## src/hw/rtl/abkf_pkg.sv

```systemverilog
// Package for the angle/bias Kalman filter unit.
// Holds widths, register indexes, sequencer codes and saturation helpers.
// No dependencies.
package abkf_pkg;

   localparam int ANGLE_W = 32;
   localparam int DT_W    = 16;
   localparam int NOISE_W = 24;
   localparam int COV_W   = 48;
   localparam int GAIN_W  = 32;
   localparam int MUL_A_W = 48;
   localparam int MUL_B_W = 32;
   localparam int MUL_R_W = 58;
   localparam int WIDE_W  = 60;
   localparam int DEN_W   = 49;
   localparam int CSR_IDX_W  = 2;
   localparam int CSR_DATA_W = 32;

   localparam logic [NOISE_W-1:0] Q_ANGLE_RESET    = 24'd16777;
   localparam logic [NOISE_W-1:0] Q_BIAS_RESET     = 24'd50332;
   localparam logic [NOISE_W-1:0] MEAS_NOISE_RESET = 24'd503316;

   typedef enum logic [CSR_IDX_W-1:0] {
      CSR_Q_ANGLE     = 2'd0,
      CSR_Q_BIAS      = 2'd1,
      CSR_MEAS_NOISE  = 2'd2,
      CSR_START_ANGLE = 2'd3
   } csr_index_type;

   typedef enum logic [3:0] {
      OP_RATE, OP_D11, OP_T, OP_QB, OP_ANG, OP_BIAS,
      OP_P10, OP_P11, OP_P00, OP_P01
   } op_type;

   typedef enum logic [2:0] {
      ST_IDLE, ST_ISSUE, ST_MUL, ST_DIV, ST_DIVWAIT, ST_OUT
   } state_type;

   function automatic logic signed [ANGLE_W-1:0] sat32(input logic signed [WIDE_W-1:0] v);
      logic signed [WIDE_W-1:0] hi;
      logic signed [WIDE_W-1:0] lo;
      hi = WIDE_W'(64'sd2147483647);
      lo = -hi - WIDE_W'(1);
      if (v > hi) begin
         sat32 = hi[ANGLE_W-1:0];
      end else if (v < lo) begin
         sat32 = lo[ANGLE_W-1:0];
      end else begin
         sat32 = v[ANGLE_W-1:0];
      end
   endfunction

   function automatic logic signed [COV_W-1:0] sat48(input logic signed [WIDE_W-1:0] v);
      logic signed [WIDE_W-1:0] hi;
      logic signed [WIDE_W-1:0] lo;
      hi = WIDE_W'(64'sd140737488355327);
      lo = -hi - WIDE_W'(1);
      if (v > hi) begin
         sat48 = hi[COV_W-1:0];
      end else if (v < lo) begin
         sat48 = lo[COV_W-1:0];
      end else begin
         sat48 = v[COV_W-1:0];
      end
   endfunction

endpackage

```

## src/hw/rtl/abkf_mul.sv

```systemverilog
// Shared multiply unit: rounded signed product shifted right by 16 or 24.
// Splits the 48 x 32 magnitude product into two 24 x 32 partial products; depends on abkf_pkg.
module abkf_mul (
   input  logic                                  clock,
   input  logic                                  reset,
   input  logic                                  start,
   input  logic signed [abkf_pkg::MUL_A_W-1:0]   op_a,
   input  logic signed [abkf_pkg::MUL_B_W-1:0]   op_b,
   input  logic                                  shift24,
   output logic                                  done,
   output logic signed [abkf_pkg::MUL_R_W-1:0]   result
);
   import abkf_pkg::*;

   localparam int HALF_W = MUL_A_W / 2;
   localparam int ACC_W  = MUL_A_W + MUL_B_W + 1;

   logic [1:0]               cnt_ff, cnt_in;
   logic [MUL_A_W-1:0]       ma_ff;
   logic [MUL_B_W-1:0]       mb_ff;
   logic                     neg_ff, sel_ff;
   logic [ACC_W-1:0]         acc_ff;
   logic                     done_ff;
   logic signed [MUL_R_W-1:0] result_ff;
   logic signed [MUL_A_W:0]  a_ext;
   logic signed [MUL_B_W:0]  b_ext;
   logic [MUL_A_W:0]         a_mag;
   logic [MUL_B_W:0]         b_mag;
   logic [ACC_W-1:0]         rounded;
   logic [MUL_R_W-2:0]       mag_r;

   assign a_ext = {op_a[MUL_A_W-1], op_a};
   assign b_ext = {op_b[MUL_B_W-1], op_b};
   assign a_mag = a_ext[MUL_A_W] ? (MUL_A_W+1)'(-a_ext) : a_ext;
   assign b_mag = b_ext[MUL_B_W] ? (MUL_B_W+1)'(-b_ext) : b_ext;

   always_comb begin
      if (sel_ff) begin
         rounded = (acc_ff + (ACC_W'(1) << 23)) >> 24;
      end else begin
         rounded = (acc_ff + (ACC_W'(1) << 15)) >> 16;
      end
      mag_r = rounded[MUL_R_W-2:0];
      cnt_in = cnt_ff;
      if (start) begin
         cnt_in = 2'd1;
      end else if (cnt_ff != 2'd0) begin
         cnt_in = cnt_ff + 2'd1;
      end
   end

   always_ff @(posedge clock) begin
      if (reset) begin
         cnt_ff  <= 2'd0;
         done_ff <= 1'b0;
      end else begin
         cnt_ff  <= cnt_in;
         done_ff <= (cnt_ff == 2'd3);
      end
      if (start) begin
         ma_ff  <= a_mag[MUL_A_W-1:0];
         mb_ff  <= b_mag[MUL_B_W-1:0];
         neg_ff <= op_a[MUL_A_W-1] ^ op_b[MUL_B_W-1];
         sel_ff <= shift24;
      end
      if (cnt_ff == 2'd1) begin
         acc_ff <= ACC_W'(ma_ff[HALF_W-1:0] * mb_ff);
      end else if (cnt_ff == 2'd2) begin
         acc_ff <= acc_ff + (ACC_W'(ma_ff[MUL_A_W-1:HALF_W] * mb_ff) << HALF_W);
      end
      if (cnt_ff == 2'd3) begin
         result_ff <= neg_ff ? -$signed({1'b0, mag_r}) : $signed({1'b0, mag_r});
      end
   end

   assign done   = done_ff;
   assign result = result_ff;
endmodule

```

## config.mk

```make
export PLATFORM = sky130hd
export DESIGN_NAME = abkf_mul
export DESIGN_NICKNAME = d
export VERILOG_FILES = /design/src/hw/rtl/abkf_pkg.sv /design/src/hw/rtl/abkf_mul.sv
export SDC_FILE = /design/constraint.sdc
export NUM_CORES = 2
export LEC_CHECK = 0
export BUFFER_PORTS_ARGS = -buffer_cell sky130_fd_sc_hd__buf_4
export CORE_ASPECT_RATIO = 0.8
export CORE_MARGIN = 2
export CORE_UTILIZATION = 35
export CTS_BUF_LIST = sky130_fd_sc_hd__clkbuf_16
export DETAILED_ROUTE_END_ITERATION = 16
export GPL_ROUTABILITY_DRIVEN = 0
export GPL_TIMING_DRIVEN = 0
export PLACE_DENSITY_LB_ADDON = 0.3
export SKIP_CTS_REPAIR_TIMING = 1
export SYNTH_ARGS = -nofsm -noshare
export SYNTH_HDL_FRONTEND = slang
export SYNTH_SLANG_ARGS = --single-unit
```

## constraint.sdc

```tcl
create_clock -name clock -period 13.3 [get_ports clock]
set_input_delay 2.66 -clock clock [delete_from_list [all_inputs] [get_ports clock]]
set_output_delay 2.66 -clock clock [all_outputs]
set_load 0.01 [all_outputs]
```

==> results.tsv <==
metric	value	unit
status	finished, violations left	
failing checks	max-capacitance violations, max-slew violations	
H-tree depth	1	
fin. max-slew vios	22	
# IOs	143	
CP most frequent cell	fa_1	
initial antenna violation count	45	
TritonRoute pass-1 iters	7	
residual DRC count	0	
CTS Sinks	209	
Initial DRC Count	4819	
post-synth top area share	41.9	%
clock-pin slew on the worst setup and hold paths	0.07	ns
Synth async-reset ratio	0	%
Slowest cell on crit path	clkdlybuf4s15_1	
initial core utilization	35.1	%
die height	383	um
grt total ovfl	0	
Cell variety after synth	94	
Post-synth top cells	1393 x inv_1, 1316 x fa_1, 1134 x nand2_1	
Final ANT Viol Nets	0	
FF+latch count, synth	209	
sequential fraction of the synthesis area	9.52	%
Period minus WS final	12.73	ns
CP Capture Type	flip-flop	
largest net degree at the start of global routing	85	
DR WL/cell	23.7	um
Die ar.	0.183	mm2
setup_tns	0	ns
Hold Crit Class	flip-flop to flip-flop	
most frequent cell after synthesis	inv_1	
RSZ-0062 raised after global routing	no	
Clock Tree Root	clkbuf_16	
Bufs on Longest Clock Path	3	
critical path startpoint category	flip-flop	
area of the multi-input gates	0.0503	mm2
later-pin clock latency in the skew report	0.61	ns
vias in the first global route	51100	
Post-synth EDFFs	181	
core area	0.179	mm2
Mapped Avg Cell Area	9.04	um2
cell family with most CP delay	adder cells	
NumNets Final	8969	
CP Buf/Inv Count	8	
fmax	78.6	MHz
Total Routed Length	227000	um
DR vias	50200	
CTS tree	done	
clock skew	0.0163	ns
filler instances	18300	
# port buffers	142	
Worst-Margin Slew	1.57	ns
Avg Vias per Cell	5.24	
hpwl dp	193000	um
Cell Area, Synth	0.0630	mm2
Worst Path Arrival	13.23	ns
synthesis warning total	0	
Layout area overhead	7.97	%
CTS buffer count	26	
share of cells above drive strength 1	3.54	%
Slew Limit Headroom	-4.35	%
sequential cell area	0.00600	mm2
first-pass GRT wire length	336000	um
final setup fails	0	
chip width	478	um
FP Rows	139	
Synth area leaders	fa_1 42%, edfxtp_1 8.6%, ha_1 8.5%	
kind of critical path	flip-flop to flip-flop	
Syn Nets	8797	
GRT Overall Usage	24.7	%
Req. time, crit path	13.80	ns
Synth Flop Type	edfxtp_1	
Max FO, Critical Path	13	
Worst path max stage delay	0.88	ns
Tcrit/Tclk final	95.7	%
cell taking the most area after synthesis	fa_1	
final hold viol count	0	
synthesized instance count	6967	
reported max-cap violation count	2	
[worst register-to-register path, delay by kind of cell, from the launching register on]
kind,cells,cell delay (ns)
adders and majority gates,9,4.24
DFF,1,0.39
AOI/OAI and AO/OA,12,3.74
and+or+nand+nor,6,1.81
xor gates and xnor gates,1,0.15
buffers and inverters,8,2.30
[stage by stage]
stage / hold WS [ns] / utilization [%] / setup WS, ns / instance area (um2) / cells
3_3_place_gp: 0.506 / 37.4 / 0.557 / 67000 / 9506
5_1_grt: 0.586 / 37.9 / 0.195 / 67900 / 9568
2_1_floorplan: 0.477 / - / 3.76 / 63000 / 6967
3_5_place_dp: 0.510 / 37.4 / 0.502 / 67000 / 9508
4_1_cts: 0.518 / 37.9 / 0.463 / 67900 / 9554
6_report: 0.517 / 37.9 / 0.570 / 68000 / 9584
[cell type report]
| type | instances | share of cell area (%) |
|---|---|---|
| clock inverters | 20 | 0.241 |
| flip-flops and latches | 209 | 8.82 |
| inverters | 1394 | 7.70 |
| clock buffers | 26 | 0.957 |
| plain buffers | 367 | 2.16 |
| multi-input cells | 4996 | 74.0 |
| diodes | 30 | 0.110 |
| repair buffers | 145 | 1.63 |
| well taps | 2397 | 4.41 |
[kinds of logic (layout without fill, tap and decap cells)]
group           after synthesis  in the layout  synth area share, %
simple gates               2202           2202                 17.0
buf+inv                    1762           1952                 10.6
fa+ha+maj                  1746           1746                 50.4
compound gates              641            641                 6.62
xor+xnor                    331            331                 4.61
flops                       209            209                 9.52
mux                          76             76                 1.23
other cells                   0             30                    0
[path summary, 6_finish.rpt]
kind                                 start         end  slack (ns)  cells after the start
worst max-delay path             mb_ff[15]  acc_ff[76]        0.57                     36
worst min-delay path            acc_ff[78]  acc_ff[78]        0.52                      2
worst max register to register   mb_ff[15]  acc_ff[76]        0.57                     36
worst min register to register  acc_ff[78]  acc_ff[78]        0.52                      2
[layer usage]
layer | up-vias | share of wire (%) | track usage, %
met5 | - | 0.25 | 1.34
met2 | 2454 | 42 | 35.8
met4 | 34 | 4.6 | 10.1
met1 | 25700 | 41 | 34.2
li1 | 21600 | - | -
met3 | 436 | 12 | 7.37
[flip-flops by register name (all words and copies together), names as in the netlist]
name / count
acc_ff: 66
ma_ff: 48
neg_ff: 1
done: 1
mb_ff: 32
result: 58
cnt_ff: 2
sel_ff: 1
[cell usage in the layout (no fill, tap or decap), drive strengths merged, types with 129 or more instances in the layout]
master  count
inv      1398
fa       1316
and2      590
o21ai     147
clkbuf    357
a21oi     176
nand2    1134
ha        430
buf       179
xnor2     237
nor2      129
edfxtp    181
Power is not shown: default switching activity piles up to over one toggle a cycle in this logic, so the estimate is an artifact.
