$ cat config.mk
export PLATFORM = sky130hd
export DESIGN_NAME = abkf_div
export DESIGN_NICKNAME = d
export VERILOG_FILES = /design/src/hw/rtl/abkf_pkg.sv /design/src/hw/rtl/abkf_div.sv
export SDC_FILE = /design/constraint.sdc
export NUM_CORES = 1
export LEC_CHECK = 0
export ABC_AREA = 1
export BUFFER_PORTS_ARGS = -buffer_cell sky130_fd_sc_hd__buf_2
export CORE_AREA = 8 8 353 183
export CTS_BUF_LIST = sky130_fd_sc_hd__clkbuf_8
export CTS_CLUSTER_DIAMETER = 200
export DETAILED_ROUTE_END_ITERATION = 8
export DIE_AREA = 0 0 361 191
export PLACE_DENSITY = 0.47
export REMOVE_ABC_BUFFERS = 1
export SLEW_MARGIN = 20
export SYNTH_ARGS = -nofsm -noshare
export SYNTH_HDL_FRONTEND = slang
export SYNTH_SLANG_ARGS = --single-unit
export TNS_END_PERCENT = 30
$ cat constraint.sdc
create_clock -name clock -period 7.1 [get_ports clock]
set_clock_uncertainty 0.15 [all_clocks]
set_input_delay 0.71 -clock clock [delete_from_list [all_inputs] [get_ports clock]]
set_output_delay 0.71 -clock clock [all_outputs]
set_load 0.1 [all_outputs]
$ cat src/hw/rtl/abkf_pkg.sv
// Package for the angle/bias Kalman filter unit.
// Holds widths, register indexes, sequencer codes and saturation helpers.
// No dependencies.
package abkf_pkg;

   localparam int ANGLE_W = 32;
   localparam int DT_W    = 16;
   localparam int NOISE_W = 24;
   localparam int COV_W   = 48;
   localparam int GAIN_W  = 32;
   localparam int MUL_A_W = 48;
   localparam int MUL_B_W = 32;
   localparam int MUL_R_W = 58;
   localparam int WIDE_W  = 60;
   localparam int DEN_W   = 49;
   localparam int CSR_IDX_W  = 2;
   localparam int CSR_DATA_W = 32;

   localparam logic [NOISE_W-1:0] Q_ANGLE_RESET    = 24'd16777;
   localparam logic [NOISE_W-1:0] Q_BIAS_RESET     = 24'd50332;
   localparam logic [NOISE_W-1:0] MEAS_NOISE_RESET = 24'd503316;

   typedef enum logic [CSR_IDX_W-1:0] {
      CSR_Q_ANGLE     = 2'd0,
      CSR_Q_BIAS      = 2'd1,
      CSR_MEAS_NOISE  = 2'd2,
      CSR_START_ANGLE = 2'd3
   } csr_index_type;

   typedef enum logic [3:0] {
      OP_RATE, OP_D11, OP_T, OP_QB, OP_ANG, OP_BIAS,
      OP_P10, OP_P11, OP_P00, OP_P01
   } op_type;

   typedef enum logic [2:0] {
      ST_IDLE, ST_ISSUE, ST_MUL, ST_DIV, ST_DIVWAIT, ST_OUT
   } state_type;

   function automatic logic signed [ANGLE_W-1:0] sat32(input logic signed [WIDE_W-1:0] v);
      logic signed [WIDE_W-1:0] hi;
      logic signed [WIDE_W-1:0] lo;
      hi = WIDE_W'(64'sd2147483647);
      lo = -hi - WIDE_W'(1);
      if (v > hi) begin
         sat32 = hi[ANGLE_W-1:0];
      end else if (v < lo) begin
         sat32 = lo[ANGLE_W-1:0];
      end else begin
         sat32 = v[ANGLE_W-1:0];
      end
   endfunction

   function automatic logic signed [COV_W-1:0] sat48(input logic signed [WIDE_W-1:0] v);
      logic signed [WIDE_W-1:0] hi;
      logic signed [WIDE_W-1:0] lo;
      hi = WIDE_W'(64'sd140737488355327);
      lo = -hi - WIDE_W'(1);
      if (v > hi) begin
         sat48 = hi[COV_W-1:0];
      end else if (v < lo) begin
         sat48 = lo[COV_W-1:0];
      end else begin
         sat48 = v[COV_W-1:0];
      end
   endfunction

endpackage

$ cat src/hw/rtl/abkf_div.sv
// Gain divider: num / den as signed Q7.24, truncated, magnitude saturated.
// Restoring division, one quotient bit per cycle; depends on abkf_pkg.
module abkf_div (
   input  logic                                  clock,
   input  logic                                  reset,
   input  logic                                  start,
   input  logic signed [abkf_pkg::COV_W-1:0]     num,
   input  logic signed [abkf_pkg::DEN_W-1:0]     den,
   output logic                                  done,
   output logic signed [abkf_pkg::GAIN_W-1:0]    quotient
);
   import abkf_pkg::*;

   localparam int QBITS = GAIN_W - 1;
   localparam int CNT_W = $clog2(QBITS + 1);
   localparam int INT_BITS = 7;

   logic [CNT_W-1:0]    cnt_ff, cnt_in;
   logic [DEN_W-1:0]    d_ff, rem_ff;
   logic [QBITS-1:0]    bits_ff, q_ff;
   logic                neg_ff, zero_ff, ovf_ff, done_ff;
   logic [COV_W:0]      n_full;
   logic [DEN_W:0]      d_full;
   logic [COV_W-1:0]    n_mag;
   logic [DEN_W-1:0]    d_mag;
   logic [DEN_W:0]      trial;
   logic [QBITS-1:0]    m;

   assign n_full = num[COV_W-1] ? (COV_W+1)'(-$signed({num[COV_W-1], num})) : {1'b0, num};
   assign d_full = den[DEN_W-1] ? (DEN_W+1)'(-$signed({den[DEN_W-1], den})) : {1'b0, den};
   assign n_mag  = n_full[COV_W-1:0];
   assign d_mag  = d_full[DEN_W-1:0];
   assign trial  = {rem_ff, bits_ff[QBITS-1]};

   always_comb begin
      cnt_in = cnt_ff;
      if (start) begin
         cnt_in = CNT_W'(QBITS);
      end else if (cnt_ff != '0) begin
         cnt_in = cnt_ff - CNT_W'(1);
      end
      if (zero_ff) begin
         m = '0;
      end else if (ovf_ff) begin
         m = '1;
      end else begin
         m = q_ff;
      end
   end

   always_ff @(posedge clock) begin
      if (reset) begin
         cnt_ff  <= '0;
         done_ff <= 1'b0;
      end else begin
         cnt_ff  <= cnt_in;
         done_ff <= (cnt_ff == CNT_W'(1));
      end
      if (start) begin
         d_ff    <= d_mag;
         neg_ff  <= num[COV_W-1] ^ den[DEN_W-1];
         zero_ff <= (d_mag == '0);
         ovf_ff  <= ((COV_W+INT_BITS+2)'(n_mag) >= ((COV_W+INT_BITS+2)'(d_mag) << INT_BITS));
         rem_ff  <= DEN_W'(n_mag >> INT_BITS);
         bits_ff <= {n_mag[INT_BITS-1:0], (QBITS-INT_BITS)'(0)};
         q_ff    <= '0;
      end else if (cnt_ff != '0) begin
         bits_ff <= {bits_ff[QBITS-2:0], 1'b0};
         if (trial >= {1'b0, d_ff}) begin
            rem_ff <= DEN_W'(trial - {1'b0, d_ff});
            q_ff   <= {q_ff[QBITS-2:0], 1'b1};
         end else begin
            rem_ff <= trial[DEN_W-1:0];
            q_ff   <= {q_ff[QBITS-2:0], 1'b0};
         end
      end
   end

   assign done     = done_ff;
   assign quotient = neg_ff ? -$signed({1'b0, m}) : $signed({1'b0, m});
endmodule

==> results of run 1 <==
[metal layers]
layer	track usage	vias to the layer above	routed length, um
li1	-	7712	-
met1	0.303	7339	35000
met2	0.206	727	20800
met3	0.0564	21	7050
met4	0.0195	0	345
met5	0	-	0
[layout make-up]
type                            instances  area share
Antenna cell                            2    0.000301
Clock buffer                           17      0.0141
Clock inverter                         15     0.00950
Inverter                              380      0.0859
Multi-Input combinational cell       1718       0.551
Sequential cell                       145       0.235
Tap cell                              792      0.0597
Timing Repair Buffer                  142      0.0445
[cells in the final DEF, fill, tap and decap left out, types with 6 or more instances in the layout]
cell,n
nand2_2,6
nand3b_1,18
nand2_1,594
clkbuf_8,17
nor4_1,9
a21oi_1,120
or2_2,9
nor2_2,9
ha_1,96
o21ai_1,24
xor2_1,64
edfxtp_1,100
o21ai_2,7
o22ai_1,31
nand4_1,82
dfxtp_1,45
nand3_1,168
a21o_1,7
inv_1,366
nor2_1,268
buf_4,11
xnor2_1,45
inv_2,12
buf_2,131
a31oi_1,11
o21a_1,10
o21ai_0,62
nor3_1,35
[metrics by stage]
step	setup slack, ns	total power (uW)	cell area [um^2]	utilization
final	2.42	5230	16600	0.277
after global routing	2.09	5570	16600	0.277
after CTS	2.38	5140	16600	0.277
after detailed placement	2.62	4410	16200	0.270
after global placement	2.56	4440	16200	0.270
after floorplan	1.41	3370	14500	-
[power groups by stage]
stage / Sequential (uW) / Combinational [uW] / Clock, uW
final: 1240 / 3290 / 700
after global routing: 1260 / 3570 / 749
after CTS: 1240 / 3180 / 722
after detailed placement: 1260 / 3150 / 0
after global placement: 1250 / 3180 / 0
after floorplan: 1210 / 2160 / 0
[worst paths after layout]
kind	slack, ns	cells after the start	startpoint	end
hold reg to reg	0.33	2	rem_ff[43]$_SDFFE_PP0P_	rem_ff[43]$_SDFFE_PP0P_
setup / recovery	2.42	13	ovf_ff$_DFFE_PP_	quotient[26]
hold / removal	0.33	2	rem_ff[43]$_SDFFE_PP0P_	rem_ff[43]$_SDFFE_PP0P_
setup reg to reg	2.81	13	rem_ff[17]$_DFFE_PP_	rem_ff[17]$_DFFE_PP_
[cells by family after synthesis]
logic type	Yosys count
adders and majority gates	97
xor gates and xnor gates	110
and+or+nand+nor	1213
buffers and inverters	437
AOI/OAI and AO/OA	298
DFF	145
[state kept, by name, indices dropped and copies added, names as in the netlist]
name	cells
zero_ff	1
rem_ff	49
q_ff	31
d_ff	49
cnt_ff	5
done	1
ovf_ff	1
neg_ff	1
bits_ff	7
[worst min-delay path, cell delays in order, from the launching register on]
cell,delay (ns)
dfxtp_1,0.34
nand2_1,0.07
nand2_1,0.05
==> flow_metrics.py, run 1 <==
metrics = {
    "clock_network": {
        "cts_buffers": 17,
        "h-tree-depth": 4,
        "cts_tree": "done",
        "post_cts_buffers": 0,
        "cts.sinks": 145,
        "clk_latency_ns": 0.49,
        "clk_pin_slew_ns": 0.10,
        "cts_resized": 0,
        "ctsLongestPathBuffers": 2,
        "hold_buffers": 0,
        "cts_root_buf": "clkbuf_8",
    },
    "pwr": {
        "p_comb_frac": 0.629,
        "pwr-share-clk": 0.134,
        "p_seq_frac": 0.238,
        "p_sw_frac": 0.544,
        "power.leakage_uw": 0.00779,
        "peakVddDrop_v": 0.000171,
        "p_switching_uw": 2850,
        "p_int_uw": 2390,
        "power_density_nw_per_um2": 315,
    },
    "critical_path": {
        "slowest_stage": "edfxtp_1",
        "cp-end-kind": "output port",
        "required_ns": 6.24,
        "start_kind": "flip-flop",
        "crit_buf_inv": 3,
        "cpPeakStageDelay_ns": 0.63,
        "worst-setup-path-type": "flip-flop to output port",
        "crit_family": "buffers and inverters",
        "worstPathCellList": "inv_2, a21oi_1, inv_2, ha_1, nand3_1, nor2_2, nand3_1, nor2_2, nand4_2, o21ai_2, o21ai_1, xor2_1, buf_2",
        "arrival_ns": 3.82,
        "cp_max_fo": 23,
    },
    "logic_synthesis": {
        "synth_top_area_frac": 0.204,
        "synth_xor_area_frac": 0.0658,
        "synth_cell_types": 53,
        "async_flop_share": 0,
        "synth_flop_cell": "edfxtp_1",
        "synth_area_leaders": "edfxtp_1, nand2_1, inv_1, ha_1, nor2_1",
        "synth_top_family_by_area": "simple AND/OR/NAND/NOR gates",
        "synth_most_common_cell": "nand2_1",
        "synth_edf_count": 100,
        "synthSimpleGateAreaFrac": 0.356,
        "synth_compound_area_frac": 0.116,
        "synthTopCellsByCount": "nand2_1, inv_1, nor2_1, nand3_1, a21oi_1",
        "syn_area_per_cell_um2": 6.41,
        "synth_area_um2": 14800,
        "synth-seq-cells": 145,
        "yosysWarningCount": 0,
        "synthMuxAreaShare": 0,
        "syn_inst": 2300,
        "ys_seq_area_frac": 0.265,
        "synth.largest_area_cell": "edfxtp_1",
        "synth_adder_area_share": 0.0828,
    },
    "timing": {
        "final-setup-viol-count": 0,
        "final_max_slew_viol_count": 0,
        "rsz0062_at_grt": "false",
        "period_minus_slack_ns": 4.68,
        "fmax_mhz": 214,
        "period_share": 0.659,
        "hold_viol": 0,
        "whs_ns": 0.334,
        "worstMarginPinSlew_ns": 1.03,
        "fin_setup_tns_ns": 0,
        "max_slew_margin": 0.313,
    },
    "drt": {
        "routedWlPerCell_um": 19.7,
        "vias_per_cell": 4.92,
        "drc_errors": 0,
        "routed_wirelength_um": 63200,
        "route.vias.total": 15800,
        "firstDrtPassIters": 6,
        "drt_iter0_drc": 1904,
        "antenna_left": 0,
    },
    "die": {
        "num_rows": 64,
        "coreArea_um2": 60000,
        "die_w_um": 361,
        "start_util": 0.246,
        "dieArea_um2": 69000,
        "die_h_um": 191,
        "ios": 133,
    },
    "job": {
        "max_cap_violations": 0,
    },
    "place": {
        "dp_cells": 3177,
        "gp_congestion": 1.01,
        "port_buffers": 132,
        "dp_hpwl_um": 53100,
    },
    "cells_and_area": {
        "final_nets": 2601,
        "multi_input_area_um2": 9150,
        "drive_gt1_frac": 0.0947,
        "fillers": 6742,
        "layoutNonFillerInstCount": 3211,
        "syn_to_final_growth_pct": 12.6,
        "seqCellArea_um2": 3900,
    },
    "run_status": {
        "status": "completed",
    },
    "global_routing": {
        "grt_pass1_vias": 14600,
        "antenna_found_initial": 2,
        "groute.usage.overall": 0.178,
        "overflow": 0,
        "grt_pass1_wl_um": 93600,
        "grt_max_degree": 54,
    },
    "min_path": {
        "hold_class": "flip-flop to flip-flop",
    },
}
Note: power is estimated with default switching activity, not from simulation.
==> run 2, diff against run 1 <==
- clock period: 7.1 -> 4.6 ns (I/O delays scaled with it)
==> run 2 against run 1 <==
Effect of this change: final area up 0.63%; register-to-register slack worse by 1.8 ns; clock power up 46%; combinational power up 50%; setup slack worse by 1.9 ns; global-route usage down 0.059 points; sequential share of layout area down 0.15 points; core utilization up 0.17 points; routed wire length down 0.47%; die area unchanged; via count down 0.99%; critical path depth down 1; critical endpoint unchanged.
==> flow_metrics.py, run 2 (synthesis results as in run 1) <==
metrics = {
    "cells_and_area": {
        "final_cell_mix": "nand2_1, inv_1, nor2_1",
        "final_nets": 2614,
        "antenna_cells": 0,
        "layoutNonFillerInstCount": 3222,
        "reg_top3": "d_ff: 49 flops, rem_ff: 49 flops, q_ff: 31 flops",
        "final_common_cell": "nand2_1",
        "syn_to_final_growth_pct": 13.3,
        "drive_gt1_frac": 0.100,
    },
    "pwr": {
        "finalPower_uw": 7870,
        "p_sw_frac": 0.540,
        "power.leakage_uw": 0.00786,
        "p_int_uw": 3630,
        "peakVddDrop_v": 0.000228,
        "p_comb_frac": 0.628,
        "p_switching_uw": 4250,
        "pwr-share-clk": 0.130,
        "power_density_nw_per_um2": 471,
        "p_seq_frac": 0.243,
    },
    "min_path": {
        "min_from": "reset",
        "hold_end": "cnt_ff[3]$_SDFFE_PP0P_",
        "hold_class": "primary input to flip-flop",
        "hold_depth": 2,
    },
    "timing": {
        "worstMarginPinSlew_ns": 0.821,
        "period_minus_slack_ns": 4.08,
        "hold_viol": 0,
        "rsz0062_at_grt": "false",
        "final_max_slew_viol_count": 0,
        "fin_setup_tns_ns": 0,
        "fmax_mhz": 245,
        "finalWorstSetupSlack_ns": 0.519,
        "period_share": 0.887,
        "final-setup-viol-count": 0,
        "max_slew_margin": 0.451,
    },
    "place": {
        "port_buffers": 132,
        "dp_cells": 3190,
        "gp_congestion": 0.940,
        "dp_hpwl_um": 53300,
        "place_ws_ns": 0.642,
    },
    "die": {
        "num_rows": 64,
        "die_h_um": 191,
        "die_w_um": 361,
        "start_util": 0.246,
        "dieArea_um2": 69000,
        "coreArea_um2": 60000,
        "ios": 133,
    },
    "global_routing": {
        "grt_max_degree": 58,
        "overflow": 0,
        "met1_usage": 0.308,
        "grt_pass1_wl_um": 93200,
        "antenna_found_initial": 0,
        "top_usage_layer": "met1",
        "groute.usage.overall": 0.178,
        "met2_usage": 0.210,
        "use_met3": 0.0402,
        "grt_pass1_vias": 14600,
    },
    "drt": {
        "vias_per_cell": 4.86,
        "drc_errors": 0,
        "route.vias.total": 15600,
        "firstDrtPassIters": 6,
        "antenna_left": 0,
        "routed_wirelength_um": 62900,
        "drt_iter0_drc": 1581,
        "routedWlPerCell_um": 19.5,
    },
    "critical_path": {
        "reg2reg_slack_ns": 1.02,
        "worstReg2RegEnd": "rem_ff[25]$_DFFE_PP_",
        "arrival_ns": 3.47,
        "r2r_start": "d_ff[9]$_DFFE_PP_",
        "cp_max_fo": 11,
        "worst-setup-path-type": "flip-flop to output port",
        "ff2ff_path_depth": 14,
        "cp-end-kind": "output port",
        "start_kind": "flip-flop",
        "required_ns": 3.99,
    },
    "job": {
        "max_cap_violations": 0,
    },
    "clock_network": {
        "post_cts_buffers": 0,
        "cts_tree": "done",
        "cts.sinks": 145,
        "clk_latency_ns": 0.49,
        "hold_buffers": 0,
        "cts_buffers": 17,
        "cts_resized": 0,
        "clk_pin_slew_ns": 0.10,
        "cts_root_buf": "clkbuf_8",
        "h-tree-depth": 4,
        "ctsLongestPathBuffers": 2,
    },
    "run_status": {
        "status": "completed",
    },
}
-- run 2: per-stage QoR --
stage	utilization	hold WS, ns	cell area, um^2
floorplan	-	0.295	14500
global placement	0.272	0.314	16300
detailed placement	0.272	0.315	16300
CTS	0.279	0.0547	16700
global route	0.279	0.0697	16700
finish	0.279	0.0961	16700
-- run 2: critical path, stage by stage (launching register included) --
cell	delay, ns
edfxtp_1	0.63
inv_2	0.20
o21ai_2	0.13
ha_1	0.20
nand3_1	0.12
nor2_2	0.17
nand3_1	0.15
nor2_2	0.17
nand4_2	0.20
o21ai_2	0.31
o21ai_1	0.13
xor2_1	0.14
buf_2	0.44
-- run 2: power groups by stage --
stage	clock (uW)	combinational, uW	sequential (uW)
after floorplan	0	3330	1870
after global placement	0	4790	1930
after detailed placement	0	4810	1930
after CTS	1050	4840	1900
after global routing	1090	5430	1940
final	1020	4940	1910
-- run 2: final cells by class --
class                      count  area (um^2)
clock buffer                  17          234
clock inverter                15          146
fill                        6683        43300
inverter                     380         1430
multi-input combinational   1718         9150
sequential                   145         3900
tap                          792          991
timing repair buffer         155          861
-- run 2: routing by layer --
metal / vias to the layer above / part of all wire
met5: - / 0
met3: 27 / 0.081
li1: 7735 / -
met1: 7325 / 0.58
met2: 556 / 0.33
met4: 0 / 0.0058
-- run 2: worst max-delay path by stage --
stage                       from                to  slack, ns  cells after the start
2_1_floorplan   ovf_ff$_DFFE_PP_      quotient[28]      -0.84                     13
3_3_place_gp              num[0]  ovf_ff$_DFFE_PP_       0.73                     19
3_5_place_dp              num[1]  ovf_ff$_DFFE_PP_       0.64                     19
4_1_cts        zero_ff$_DFFE_PP_      quotient[26]       0.52                     12
5_1_grt        zero_ff$_DFFE_PP_      quotient[26]       0.23                     12
6_report       zero_ff$_DFFE_PP_      quotient[26]       0.52                     12
